[src/sv/bvmw_pkg.sv]
// Shared types, constants and helpers for the banked video memory window.
`default_nettype none
package bvmw_pkg;

  // Default sizes handed to the top-level parameters
  localparam int unsigned VIDEO_BANK_BYTES_DEF = 8192;
  localparam int unsigned AUX_BYTES_DEF        = 2048;

  // Graphics ROM page size is fixed: page number lands on address bits 18:12
  localparam int unsigned ROM_PAGE_BYTES = 4096;
  localparam int unsigned ROM_OFS_W      = 12;

  // Transaction kinds
  localparam logic [1:0] KIND_READ  = 2'd0;
  localparam logic [1:0] KIND_WRITE = 2'd1;
  localparam logic [1:0] KIND_TICK  = 2'd2;
  localparam logic [1:0] KIND_FRAME = 2'd3;

  // Bus map
  localparam logic [15:0] WINDOW_MASK   = 16'he000;
  localparam logic [15:0] WINDOW_BASE   = 16'hc000;
  localparam logic [15:0] AUX_WR_LIMIT  = 16'hc800;
  localparam logic [15:0] ROM_RD_LIMIT  = 16'hd000;
  localparam logic [15:0] AUX_RD_LIMIT  = 16'hd800;
  localparam logic [15:0] PORT_MODE     = 16'hdfff;
  localparam logic [15:0] PORT_RELOAD   = 16'hf00d;
  localparam logic [15:0] PORT_FRM_ACK  = 16'hf00e;
  localparam logic [15:0] PORT_TMR_ACK  = 16'hf00f;
  localparam logic [15:0] PORT_BANK     = 16'hf480;
  localparam logic [15:0] PORT_FLIP     = 16'hf4c0;
  localparam logic [15:0] PORT_ROM_PAGE = 16'hf500;

  // Window modes
  localparam logic [7:0] MODE_VIDEO    = 8'd0;
  localparam logic [7:0] MODE_AUX      = 8'd2;
  localparam logic [7:0] MODE_BANK_SEL = 8'd3;

  // Data masks
  localparam logic [7:0] BANK_SEL_MASK = 8'hfe;
  localparam logic [7:0] PAGE_MASK     = 8'h7f;

  localparam logic [3:0] BANK_REG_RESET = 4'd4;

  // Register state seen by the sequencer
  typedef struct packed {
    logic [7:0] window_mode;
    logic       video_bank;
    logic       write_enable;
    logic [3:0] bank_reg;
    logic [7:0] rom_page;
    logic       frame_irq;
    logic       timer_irq;
    logic       flip;
    logic       aux0_lsb;   // copy of aux entry 0, bit 0
    logic [7:0] aux1;       // copy of aux entry 1
  } ctrl_state_t;

  // Memory actions decoded from one transaction
  typedef struct packed {
    logic video_we;
    logic aux_we;
    logic read_video;
    logic read_aux;
    logic rom_read;
    logic fill_start;
  } act_t;

  // Wrap a window offset into a store of the given size by compare and subtract;
  // the quotient never exceeds seven for the supported sizes.
  function automatic logic [12:0] wrap_offset(input logic [12:0] value,
                                              input int unsigned size);
    logic [12:0] res;
    res = value;
    for (int unsigned k = 1; k < 8; k++) begin
      if (32'(value) >= k * size) begin
        res = 13'(32'(value) - k * size);
      end
    end
    return res;
  endfunction

endpackage
`default_nettype wire

[src/sv/bvmw_ctrl.sv]
// Control registers, tick timer, interrupt flags and transaction decode.
`default_nettype none
module bvmw_ctrl #(
  parameter int unsigned AUX_BYTES = bvmw_pkg::AUX_BYTES_DEF
) (
  input  wire                   clk,
  input  wire                   rst,
  input  wire                   accept,
  input  wire [1:0]             kind,
  input  wire [15:0]            address,
  input  wire [7:0]             data,
  output bvmw_pkg::ctrl_state_t st,
  output bvmw_pkg::act_t        act
);
  import bvmw_pkg::*;

  logic [8:0]  tick_count;
  logic [7:0]  tick_reload;
  logic        in_window;
  logic        is_port;
  logic        bank_sel;
  logic [12:0] aux_idx;

  assign in_window = (address & WINDOW_MASK) == WINDOW_BASE;
  assign is_port   = (address == PORT_MODE) || (address == PORT_RELOAD) ||
                     (address == PORT_FRM_ACK) || (address == PORT_TMR_ACK) ||
                     (address == PORT_BANK) || (address == PORT_FLIP) ||
                     (address == PORT_ROM_PAGE);
  assign bank_sel  = (st.window_mode == MODE_BANK_SEL) && (address == WINDOW_BASE) &&
                     ((data & BANK_SEL_MASK) == 8'd0);
  assign aux_idx   = wrap_offset({2'b00, address[10:0]}, AUX_BYTES);

  // Decode memory actions for the transaction on the input port
  always_comb begin
    act = '0;
    if (kind == KIND_WRITE) begin
      if (in_window && !is_port && !bank_sel && st.write_enable) begin
        act.video_we = st.window_mode == MODE_VIDEO;
        act.aux_we   = (st.window_mode == MODE_AUX) && (address < AUX_WR_LIMIT);
      end
      act.fill_start = (address == PORT_BANK) && data[6];
    end else if (kind == KIND_READ && in_window) begin
      if (st.rom_page != 8'd0 && address < ROM_RD_LIMIT) begin
        act.rom_read = 1'b1;
      end else if (st.window_mode == MODE_VIDEO) begin
        act.read_video = 1'b1;
      end else if (st.window_mode == MODE_AUX && address < AUX_RD_LIMIT) begin
        act.read_aux = 1'b1;
      end
    end
  end

  // Apply register updates for each accepted transaction
  always_ff @(posedge clk) begin
    if (rst) begin
      st          <= '{window_mode: 8'd0, video_bank: 1'b0, write_enable: 1'b0,
                       bank_reg: BANK_REG_RESET, rom_page: 8'd0, frame_irq: 1'b0,
                       timer_irq: 1'b0, flip: 1'b0, aux0_lsb: 1'b0, aux1: 8'd0};
      tick_count  <= '0;
      tick_reload <= '0;
    end else if (accept) begin
      case (kind)
        KIND_WRITE: begin
          case (address)
            PORT_MODE:     st.window_mode <= data;
            PORT_RELOAD:   tick_reload <= data;
            PORT_FRM_ACK:  st.frame_irq <= 1'b0;
            PORT_TMR_ACK:  st.timer_irq <= 1'b0;
            PORT_BANK: begin
              st.write_enable <= data[7];
              st.bank_reg     <= data[3:0];
            end
            PORT_FLIP:     st.flip <= data[5];
            PORT_ROM_PAGE: st.rom_page <= data;
            default: begin
              if (in_window && bank_sel) begin
                st.video_bank <= data[0];
              end
              // Track aux entries 0 and 1 for the bank fill
              if (act.aux_we && aux_idx == 13'd0) begin
                st.aux0_lsb <= data[0];
              end
              if (act.aux_we && aux_idx == 13'd1) begin
                st.aux1 <= data;
              end
            end
          endcase
        end
        KIND_TICK: begin
          if (tick_count <= 9'd1) begin
            st.timer_irq <= 1'b1;
            tick_count   <= {1'b0, tick_reload};
          end else begin
            tick_count <= tick_count - 9'd1;
          end
        end
        KIND_FRAME: st.frame_irq <= 1'b1;
        default: ;
      endcase
    end
  end

endmodule
`default_nettype wire

[config.mk]
export PLATFORM = sky130hd
export DESIGN_NAME = bvmw_ctrl
export DESIGN_NICKNAME = d
export VERILOG_FILES = /design/src/sv/bvmw_pkg.sv /design/src/sv/bvmw_ctrl.sv
export SDC_FILE = /design/constraint.sdc
export NUM_CORES = 1
export LEC_CHECK = 0
export ABC_AREA = 1
export BUFFER_PORTS_ARGS = -buffer_cell sky130_fd_sc_hd__clkbuf_2
export CORE_MARGIN = 1.5
export CORE_UTILIZATION = 48
export CTS_CLUSTER_SIZE = 40
export DETAILED_ROUTE_END_ITERATION = 12
export HOLD_SLACK_MARGIN = 0.15
export PLACE_DENSITY = 0.75
export SETUP_SLACK_MARGIN = 0.05
export SKIP_LAST_GASP = 1
export SLEW_MARGIN = 20
export SYNTH_ARGS = -nofsm -noshare
export SYNTH_HDL_FRONTEND = slang
export SYNTH_SLANG_ARGS = --single-unit
[constraint.sdc]
create_clock -name clk -period 1.4 [get_ports clk]
set_input_delay 0.28 -clock clk [delete_from_list [all_inputs] [get_ports clk]]
set_output_delay 0.28 -clock clk [all_outputs]
set_load 0.02 [all_outputs]
==> results of run 1 <==
## critical path: stages (launching register included)
cell and delay, ns:
dfxtp_2 0.34, inv_2 0.05, nand4_1 0.20, o21bai_1 0.30, nand4_1 0.24, a211oi_2 0.23
buf_4 0.18
## repair_timing
| action | 4_1_cts | 5_1_grt |
|---|---|---|
| endpoints found under the setup margin | 26 | 34 |
| gates resized for setup | 65 | 79 |
| cloned | 1 | 0 |
| pin swaps | 23 | 42 |
| setup buffers | 16 | 15 |
## area by class of cell
class	count	area share, %
Inverter	68	5.43
Sequential cell	51	21.8
Multi-Input combinational cell	284	40.0
Tap cell	72	1.88
Clock inverter	3	0.600
Timing Repair Buffer	189	28.8
Clock buffer	5	1.44
## cell usage in the layout, fill, tap and decap left out, drive strengths merged
cell,instances
buf,125
nor2,80
clkbuf,69
inv,69
nand2,62
dfxtp,51
a21oi,42
o21ai,39
nand3,26
nor3,9
nand4,7
nor4,3
o31ai,3
o221ai,2
o211ai,2
clkinv,2
ha,2
o21bai,1
a211oi,1
nand3b,1
and3,1
o221a,1
xor2,1
a31oi,1
## metal layers
metal	wire, um	vias up	global-route usage [%]	share of wire (%)
li1	-	1708	-	-
met1	4530	1817	39.7	36
met2	6150	283	59.4	49
met3	1150	77	4.94	9.2
met4	695	0	15.1	5.5
met5	0	-	0	0
## synthesized netlist by cell type, drive strengths merged
master	count	area share, %
clkbuf	4	0.54
o221ai	2	0.63
nor3	9	2.6
a21oi	42	7.7
nand4	7	1.6
buf	3	0.54
xor2	1	0.31
o221a	1	0.40
o31ai	3	0.81
a211oi	1	0.27
o211ai	2	0.54
nor4	3	0.67
dfxtp	51	37
nand3	26	4.9
o21ai	39	7.0
o21bai	1	0.27
ha	2	0.90
nand3b	1	0.27
nor2	80	14
a31oi	1	0.22
nand2	62	10
and3	1	0.22
inv	68	9.2
## cells by family (layout without fill, tap and decap cells)
family,Yosys count,in the layout,share of synthesized area (%)
AO/OA/AOI/OAI,92,92,17.8
XOR/XNOR,1,1,0.315
adder cells (fa/ha/maj),2,2,0.898
buffers and inverters,75,265,10.2
flip-flops,51,51,36.7
AND/OR/NAND/NOR,189,189,34.1
## state kept, by name, summed over array words and instances (netlist names)
register	flops
st	34
tick_count	9
tick_reload	8
## per-stage QoR
stage	setup TNS (ns)	hold WS (ns)	setup WS, ns
final	-8.07	0.279	-0.739
after global routing	-10.22	0.302	-0.771
after CTS	-6.63	0.271	-0.518
after detailed placement	-11.53	0.443	-0.483
after global placement	-9.25	0.432	-0.428
after floorplan	-1.05	0.349	-0.0908
## path summary, 6_finish.rpt
kind / from / endpoint / slack (ns)
worst max-delay path: st[18]$_SDFFE_PP0P_ / act[2] / -0.74
worst min-delay path: rst / tick_count[7]$_SDFFE_PP0P_ / 0.28
worst max register to register: st[29]$_SDFFE_PP0P_ / st[8]$_SDFFE_PP0P_ / -0.49
worst min register to register: st[9]$_SDFFE_PP0P_ / st[9]$_SDFFE_PP0P_ / 0.46
## power groups by stage
stage	clock network, W	logic [W]	registers, W
detailed placement	0	0.000557	0.00153
floorplan	0	0.000264	0.00153
CTS	0.000926	0.000629	0.00149
global placement	0	0.000540	0.00152
finish	0.000936	0.000736	0.00150
global route	0.000992	0.000783	0.00150
==> results.py, run 1 <==
metrics = {
    "sta": {
        "finalWorstSetupSlack_ns": -0.739,
        "slew-limit-headroom_pct": 77.1,
        "hold_violations": 0,
        "worstMarginPinSlew_ns": 0.342,
        "timing.fmax_mhz": 468,
        "rsz0062_at_grt": "yes",
        "skew_ns": 0.00832,
        "setup_viol": 36,
        "slew_viol_final": 0,
        "final.period_utilization_pct": 153,
        "fin_crit_ns": 2.14,
    },
    "outcome": {
        "violations": "setup timing",
        "status": "finished with violations",
    },
    "job": {
        "maxCapViolCount": 0,
    },
    "clock_tree": {
        "cts.clk_slew.worst_paths_ns": 0.10,
        "cts_hold_buf": 0,
        "cts_sinks": 51,
        "cts_root_buffer": "clkbuf_8",
        "cts_buffers": 5,
        "cts_tree": "built",
        "cts_buffer_depth": 2,
        "htreeDepth": 2,
        "clock_latency_ns": 0.31,
    },
    "floorplanning": {
        "die_h_um": 79.2,
        "core_area_um2": 5540,
        "start_util_pct": 50.3,
        "die_w_um": 79.2,
        "dieArea_um2": 6270,
        "ioPinCount": 69,
        "fp-row-count": 27,
    },
    "yosys": {
        "ys_types": 33,
        "ys_warn_count": 0,
        "synth_fp_nets": 441,
        "syn_inst": 410,
        "synth_area_um2": 2790,
        "synth_area_per_cell_um2": 6.79,
        "synth-seq-cells": 51,
        "ys_seq_area_share_pct": 36.7,
    },
    "routing": {
        "vias_per_cell": 5.78,
        "drt_pre_antenna_iters": 5,
        "drc": 0,
        "wl_mm": 12.5,
        "routedWlPerCell_um": 18.6,
        "vias": 3885,
        "first_iter_violations": 386,
        "antenna_left": 0,
    },
    "min_path": {
        "min_delay_path_depth": 2,
        "hold_class": "input pin to flop",
    },
    "placement": {
        "gp_congestion": 0.934,
        "place_area_um2": 4080,
        "dp_cells": 644,
        "hpwl_mm": 7.04,
        "io_buffers": 68,
    },
    "power_and_ir_drop": {
        "pwr-share-comb_pct": 23.2,
        "switching_share_pct": 31.9,
        "power_frac_clock_pct": 29.5,
        "power.total_w": 0.00317,
        "switchingPower_w": 0.00101,
        "p_per_area_nw_per_um2": 662,
        "internal_power_w": 0.00216,
        "p_seq_share_pct": 47.3,
        "max-vdd-ir-drop_v": 0.000615,
        "leakage_nw": 2.26,
    },
    "finish": {
        "nets": 630,
        "finalNonFillerCells": 672,
        "multi_input_area_um2": 1920,
        "design_area_um2": 4790,
        "final_util_pct": 86.5,
        "layout-drive-gt1-share_pct": 58.2,
        "diodes": 0,
        "syn_to_final_growth_pct": 72.1,
        "fillers": 264,
        "seq_area_um2": 1050,
    },
    "worst_setup_path": {
        "r2r_cells": 15,
        "crit_fanout": 2,
        "worstPathRequired_ns": 1.12,
        "crit_path_start_kind": "flop",
        "crit_type": "flop to output pin",
        "end_kind": "output pin",
        "critPathArrivalTime_ns": 1.86,
    },
    "grt": {
        "grt_pass1_wl_mm": 16.4,
        "grt.overflow.total": 0,
        "grt_pass1_vias": 3530,
        "grt_max_degree": 45,
        "grt_usage_pct": 33.5,
        "antenna_found_initial": 0,
    },
}
Power figures use the tool's default switching activity.
==> inputs of run 2 (changes only) <==
--- a/config.mk
+++ b/config.mk
@@ -8,11 +8,11 @@
 export ABC_AREA = 1
 export BUFFER_PORTS_ARGS = -buffer_cell sky130_fd_sc_hd__clkbuf_2
 export CORE_MARGIN = 1.5
-export CORE_UTILIZATION = 48
+export CORE_UTILIZATION = 47
 export CTS_CLUSTER_SIZE = 40
 export DETAILED_ROUTE_END_ITERATION = 12
 export HOLD_SLACK_MARGIN = 0.15
-export PLACE_DENSITY = 0.75
+export PLACE_DENSITY = 0.74
 export SETUP_SLACK_MARGIN = 0.05
 export SKIP_LAST_GASP = 1
 export SLEW_MARGIN = 20
==> run 2 against run 1 <==
  * The flow still finishes with violations (setup timing)
  * Hold slack improved by 0.023 ns
  * Via count fell by 7.5%
  * Sequential power hardly changed
  * Non-clock buffer count decreased by 12
  * First-iteration DRC count fell by 26%
  * Final cell count fell by 1.8%
  * Critical path type unchanged
==> results.py, run 2 (synthesis results as in run 1) <==
metrics = {
    "sta": {
        "fin_crit_ns": 1.95,
        "worstMarginPinSlew_ns": 0.416,
        "whs_ns": 0.302,
        "skew_ns": 0.00934,
        "hold_violations": 0,
        "final.period_utilization_pct": 140,
        "finalWorstSetupSlack_ns": -0.553,
        "setup_viol": 26,
        "rsz0062_at_grt": "yes",
        "timing.fmax_mhz": 512,
        "slew_viol_final": 0,
        "slew-limit-headroom_pct": 72.3,
    },
    "grt": {
        "grt.overflow.total": 0,
        "grt_max_degree": 45,
        "grt_pass1_wl_mm": 14.9,
        "antenna_found_initial": 0,
        "grt_pass1_vias": 3396,
        "grt_usage_pct": 30.0,
    },
    "clock_tree": {
        "cts_sinks": 51,
        "cts_tree": "built",
        "cts_buffers": 5,
        "htreeDepth": 2,
        "cts.clk_slew.worst_paths_ns": 0.10,
        "cts_hold_buf": 0,
        "clock_latency_ns": 0.31,
        "cts_root_buffer": "clkbuf_8",
        "cts_buffer_depth": 2,
    },
    "finish": {
        "nets": 618,
        "fillers": 340,
        "most-common-layout-cells": "buf_4, clkbuf_2, inv_1",
        "largest_reg_flops": 34,
        "largestRegisters": "st: 34 flops, tick_count: 9 flops, tick_reload: 8 flops",
        "design_area_um2": 4710,
        "regMostFlops": "st",
        "layout-drive-gt1-share_pct": 55.1,
        "syn_to_final_growth_pct": 69.0,
        "diodes": 0,
        "final_common_cell": "buf_4",
    },
    "routing": {
        "drc": 0,
        "vias": 3594,
        "wl_mm": 10.9,
        "first_iter_violations": 287,
        "drt_pre_antenna_iters": 7,
        "antenna_left": 0,
        "routedWlPerCell_um": 16.6,
        "vias_per_cell": 5.45,
    },
    "floorplanning": {
        "die_h_um": 80.0,
        "core_area_um2": 5610,
        "ioPinCount": 69,
        "fp-row-count": 27,
        "die_w_um": 80.0,
        "dieArea_um2": 6400,
        "start_util_pct": 49.7,
    },
    "worst_setup_path": {
        "crit_path_start_kind": "flop",
        "worstPathRequired_ns": 1.12,
        "cpMostUsedCell": "nand4_1",
        "cp_slowest_cell": "dfxtp_2",
        "crit_fanout": 2,
        "end_kind": "output pin",
        "critPathArrivalTime_ns": 1.67,
        "crit_type": "flop to output pin",
        "reg2reg_slack_ns": -0.44,
        "critPathMaxStageDelay_ns": 0.34,
        "path_cells": "inv_2 > nand4_1 > o21bai_1 > nand4_1 > a211oi_2 > buf_4",
    },
    "placement": {
        "hpwl_mm": 6.90,
        "io_buffers": 68,
        "gp_congestion": 0.890,
        "place_area_um2": 4040,
        "place_ws_ns": -0.397,
    },
    "outcome": {
        "violations": "setup timing",
        "status": "finished with violations",
    },
    "min_path": {
        "hold_class": "input pin to flop",
    },
    "power_and_ir_drop": {
        "max-vdd-ir-drop_v": 0.000546,
        "leakage_nw": 2.19,
        "p_per_area_nw_per_um2": 719,
    },
    "job": {
        "maxCapViolCount": 0,
    },
}
==> run 2: metrics by stage <==
step / setup TNS, ns / power, W / utilization, % / cells
2_1_floorplan: -1.05 / 0.00179 / - / 410
3_3_place_gp: -8.51 / 0.00206 / 72.0 / 639
3_5_place_dp: -10.66 / 0.00207 / 72.0 / 639
4_1_cts: -4.91 / 0.00322 / 79.0 / 655
5_1_grt: -9.33 / 0.00350 / 83.9 / 660
6_report: -7.11 / 0.00339 / 83.9 / 660
==> run 2: worst paths after layout <==
path | start | endpoint | cells after the start
setup / recovery | st[17]$_SDFFE_PP0P_ | act[2] | 6
hold reg to reg | tick_reload[5]$_SDFFE_PP0P_ | tick_reload[5]$_SDFFE_PP0P_ | 2
setup reg to reg | st[27]$_SDFFE_PP0P_ | st[0]$_SDFFE_PP0P_ | 13
hold / removal | rst | tick_count[8]$_SDFFE_PP0P_ | 3
==> run 2: final cells by class <==
type                    count  area [um2]  share of cell area, %
clock buffers               6        82.6                   1.75
clock inverters             2        35.0                  0.744
inverters                  68         270                   5.74
multi-input cells         284        1890                   40.2
flip-flops and latches     51        1050                   22.3
well taps                  72        90.1                   1.91
repair buffers            177        1290                   27.3
==> run 2: report_power, final <==
group	switching (W)	internal [W]
registers	0.0000311	0.00147
logic	0.000439	0.000361
clock network	0.000502	0.000579
==> run 2: repair_timing <==
| action | CTS | global route |
|---|---|---|
| setup endpoints to repair | 25 | 38 |
| resized for setup | 67 | 82 |
| gates cloned | 0 | 2 |
| pin swaps | 25 | 25 |
| setup buffers | 9 | 4 |
==> run 2: worst max-delay path: cells and delay by family, from the launching register on <==
family | cells | cell delay [ns]
compound gates | 2 | 0.43
simple gates | 2 | 0.38
flops | 1 | 0.34
buf+inv | 2 | 0.23
==> run 2: metal layers <==
layer	GRT usage, %	wire length, um	up-vias
li1	-	-	1688
met1	34.0	4120	1687
met2	55.9	5750	176
met3	6.17	696	43
met4	8.97	368	0
met5	0	0	-
==> inputs of run 3 (changes only) <==
--- a/config.mk
+++ b/config.mk
@@ -5,7 +5,7 @@
 export SDC_FILE = /design/constraint.sdc
 export NUM_CORES = 1
 export LEC_CHECK = 0
-export ABC_AREA = 1
+export ABC_AREA = 0
 export BUFFER_PORTS_ARGS = -buffer_cell sky130_fd_sc_hd__clkbuf_2
 export CORE_MARGIN = 1.5
 export CORE_UTILIZATION = 47
==> constraint.sdc (replaced) <==
create_clock -name clk -period 1.7 [get_ports clk]
set_input_delay 0.34 -clock clk [delete_from_list [all_inputs] [get_ports clk]]
set_output_delay 0.34 -clock clk [all_outputs]
set_load 0.02 [all_outputs]
==> run 3 against run 2 <==
  * The flow still finishes with violations (setup timing)
  * Critical path depth is the same
  * Hold slack improved by 0.041 ns
  * Final cell count is 18% lower
  * Sequential power decreased by 19%
  * Power decreased by 24%
  * Critical endpoint is now act[3]
  * Largest cell class unchanged
  * Largest power group unchanged
==> results.py, run 3 <==
metrics = {
    "routing": {
        "drc": 0,
        "drt_pre_antenna_iters": 5,
        "first_iter_violations": 412,
        "routedWlPerCell_um": 17.1,
        "antenna_left": 0,
        "vias": 3267,
        "vias_per_cell": 6.02,
        "wl_mm": 9.31,
    },
    "power_and_ir_drop": {
        "p_seq_share_pct": 47.8,
        "leakage_nw": 1.69,
        "p_per_area_nw_per_um2": 628,
        "switchingPower_w": 0.000674,
        "power_frac_clock_pct": 34.7,
        "switching_share_pct": 26.3,
        "internal_power_w": 0.00189,
        "max-vdd-ir-drop_v": 0.000331,
        "pwr-share-comb_pct": 17.4,
    },
    "floorplanning": {
        "start_util_pct": 49.4,
        "die_w_um": 79.8,
        "fp-row-count": 27,
        "core_area_um2": 5610,
        "dieArea_um2": 6360,
        "die_h_um": 79.8,
        "ioPinCount": 69,
    },
    "yosys": {
        "synth_ff_type": "dfxtp_1",
        "synth_fp_nets": 359,
        "yosysTopAreaCellShare_pct": 36.9,
        "yosysTopAreaCell": "dfxtp_1",
        "synth_area_um2": 2770,
        "ys_warn_count": 0,
        "synth-seq-cells": 51,
        "syn_inst": 328,
        "synth_area_per_cell_um2": 8.45,
        "ys_top_cells_by_count": "dfxtp_1, a21oi_1, nand3_1, o21ai_0, nand2b_1",
        "synth-async-reset-ratio_pct": 0,
        "synth_edf_count": 0,
        "ys_seq_area_share_pct": 36.9,
        "ys_types": 55,
        "yosysMostFrequentCell": "dfxtp_1",
        "yosys-top-cells-area": "dfxtp_1, a21oi_1, nand3_1",
    },
    "worst_setup_path": {
        "crit_type": "flop to output pin",
        "critPathLaunch": "st[19]$_SDFFE_PP0P_",
        "critPathArrivalTime_ns": 1.80,
        "crit_fanout": 2,
        "crit_path_start_kind": "flop",
        "worstReg2RegStart": "st[31]$_SDFFE_PP0P_",
        "end_kind": "output pin",
        "worstPathRequired_ns": 1.36,
    },
    "outcome": {
        "violations": "setup timing",
        "status": "finished with violations",
    },
    "placement": {
        "place_ws_ns": -0.286,
        "gp_congestion": 0.939,
        "hpwl_mm": 6.87,
        "io_buffers": 68,
        "place_area_um2": 3770,
    },
    "min_path": {
        "hold_class": "input pin to flop",
        "min_from": "accept",
    },
    "sta": {
        "slew_viol_final": 0,
        "rsz0062_at_grt": "yes",
        "fin_crit_ns": 2.14,
        "skew_ns": 0.00795,
        "worstMarginPinSlew_ns": 0.445,
        "timing.fmax_mhz": 466,
        "finalWorstSetupSlack_ns": -0.444,
        "final.period_utilization_pct": 126,
        "hold_violations": 0,
        "setup_viol": 8,
        "slew-limit-headroom_pct": 70.1,
    },
    "finish": {
        "final_common_cell": "buf_4",
        "fillers": 443,
        "layout-drive-gt1-share_pct": 43.5,
        "diodes": 0,
        "multi_input_area_um2": 1820,
        "largestRegisters": "st: 34 flops, tick_count: 9 flops, tick_reload: 8 flops",
        "seq_area_um2": 1030,
        "nets": 501,
        "regMostFlops": "st",
        "syn_to_final_growth_pct": 47.1,
        "largest_reg_flops": 34,
        "design_area_um2": 4080,
        "most-common-layout-cells": "buf_4, clkbuf_2, dfxtp_1",
    },
    "grt": {
        "grt_usage_pct": 29.0,
        "grt_max_degree": 27,
        "grt_pass1_vias": 2957,
        "antenna_found_initial": 0,
        "grt_pass1_wl_mm": 14.3,
        "grt.overflow.total": 0,
    },
    "clock_tree": {
        "cts_root_buffer": "clkbuf_8",
        "clock_latency_ns": 0.31,
        "htreeDepth": 2,
        "cts_buffer_depth": 2,
        "cts_buffers": 5,
        "cts_sinks": 51,
        "cts.clk_slew.worst_paths_ns": 0.09,
        "cts_hold_buf": 0,
        "cts_tree": "built",
    },
    "job": {
        "maxCapViolCount": 0,
    },
}
==> run 3: cell count changes in the layout (fill, tap and decap cells not counted), sizes merged, moves of 9 or more <==
cell / change
a21oi: -9
buf: -36
clkbuf: +10
inv: -63
mux2i: +15
nand2: -49
nand2b: +18
nor2: -68
nor4: +9
==> run 3: timing repair <==
item	CTS	global route
endpoints found under the hold margin	0	0
buffers inserted	2	0
pin swaps	7	2
setup endpoints to repair	8	18
gates resized for setup	17	19
==> run 3: final timing paths <==
path                                                    end  slack (ns)  cells past startpoint
worst max-delay path                                 act[3]       -0.44                      6
worst min-delay path                    st[11]$_SDFFE_PP0P_        0.34                      3
worst max register to register           st[1]$_SDFFE_PP0P_       -0.01                      6
worst min register to register  tick_reload[3]$_SDFFE_PP0P_        0.48                      2
==> run 3: per-layer routing <==
| layer | track usage (%) | wire [um] |
|---|---|---|
| met1 | 39.8 | 4130 |
| met2 | 45.8 | 4330 |
| met3 | 5.14 | 653 |
| met4 | 9.48 | 190 |
| met5 | 0 | 0 |
==> run 3: critical path: stages (launching register included) <==
cell and delay, ns:
dfxtp_2 0.34, nor4_2 0.27, buf_4 0.18, a2bb2oi_4 0.07, nor4_4 0.30, nor2b_2 0.20, clkbuf_8 0.15
==> run 3: layout make-up <==
cell class / count / share of cell area [%]
clock inverter: 2 / 0.860
inverter: 5 / 0.461
sequential: 51 / 25.3
clock buffer: 6 / 2.03
timing repair buffer: 151 / 24.4
multi-input combinational: 256 / 44.8
tap: 72 / 2.21
==> run 3: logic make-up (layout without fill, tap and decap cells) <==
logic type                 Yosys count  count (layout)  synth area share [%]
AOI/OAI and AO/OA                   87              87                  18.0
adders and majority gates            2               2                 0.903
buffers and inverters               21             164                  3.30
DFF                                 51              51                  36.9
muxes                               15              15                  5.42
and+or+nand+nor                    152             152                  35.5
==> run 3: per-stage QoR <==
stage                     total power [W]  hold WS [ns]  setup TNS [ns]  std cells  util (%)
after floorplan                   0.00145         0.445          -0.260        328         -
after global routing              0.00266         0.357           -2.71        543      72.7
final                             0.00256         0.343           -2.09        543      72.7
after global placement            0.00164         0.462           -2.67        533      67.3
after CTS                         0.00254         0.337           -2.05        543      71.3
after detailed placement          0.00166         0.466           -4.51        533      67.3
==> run 3: power groups by stage <==
stage	clock network [W]	registers, W	logic, W
finish	0.000889	0.00122	0.000446
global route	0.000950	0.00123	0.000481
CTS	0.000897	0.00122	0.000418
detailed placement	0	0.00125	0.000410
global placement	0	0.00125	0.000397
floorplan	0	0.00125	0.000202
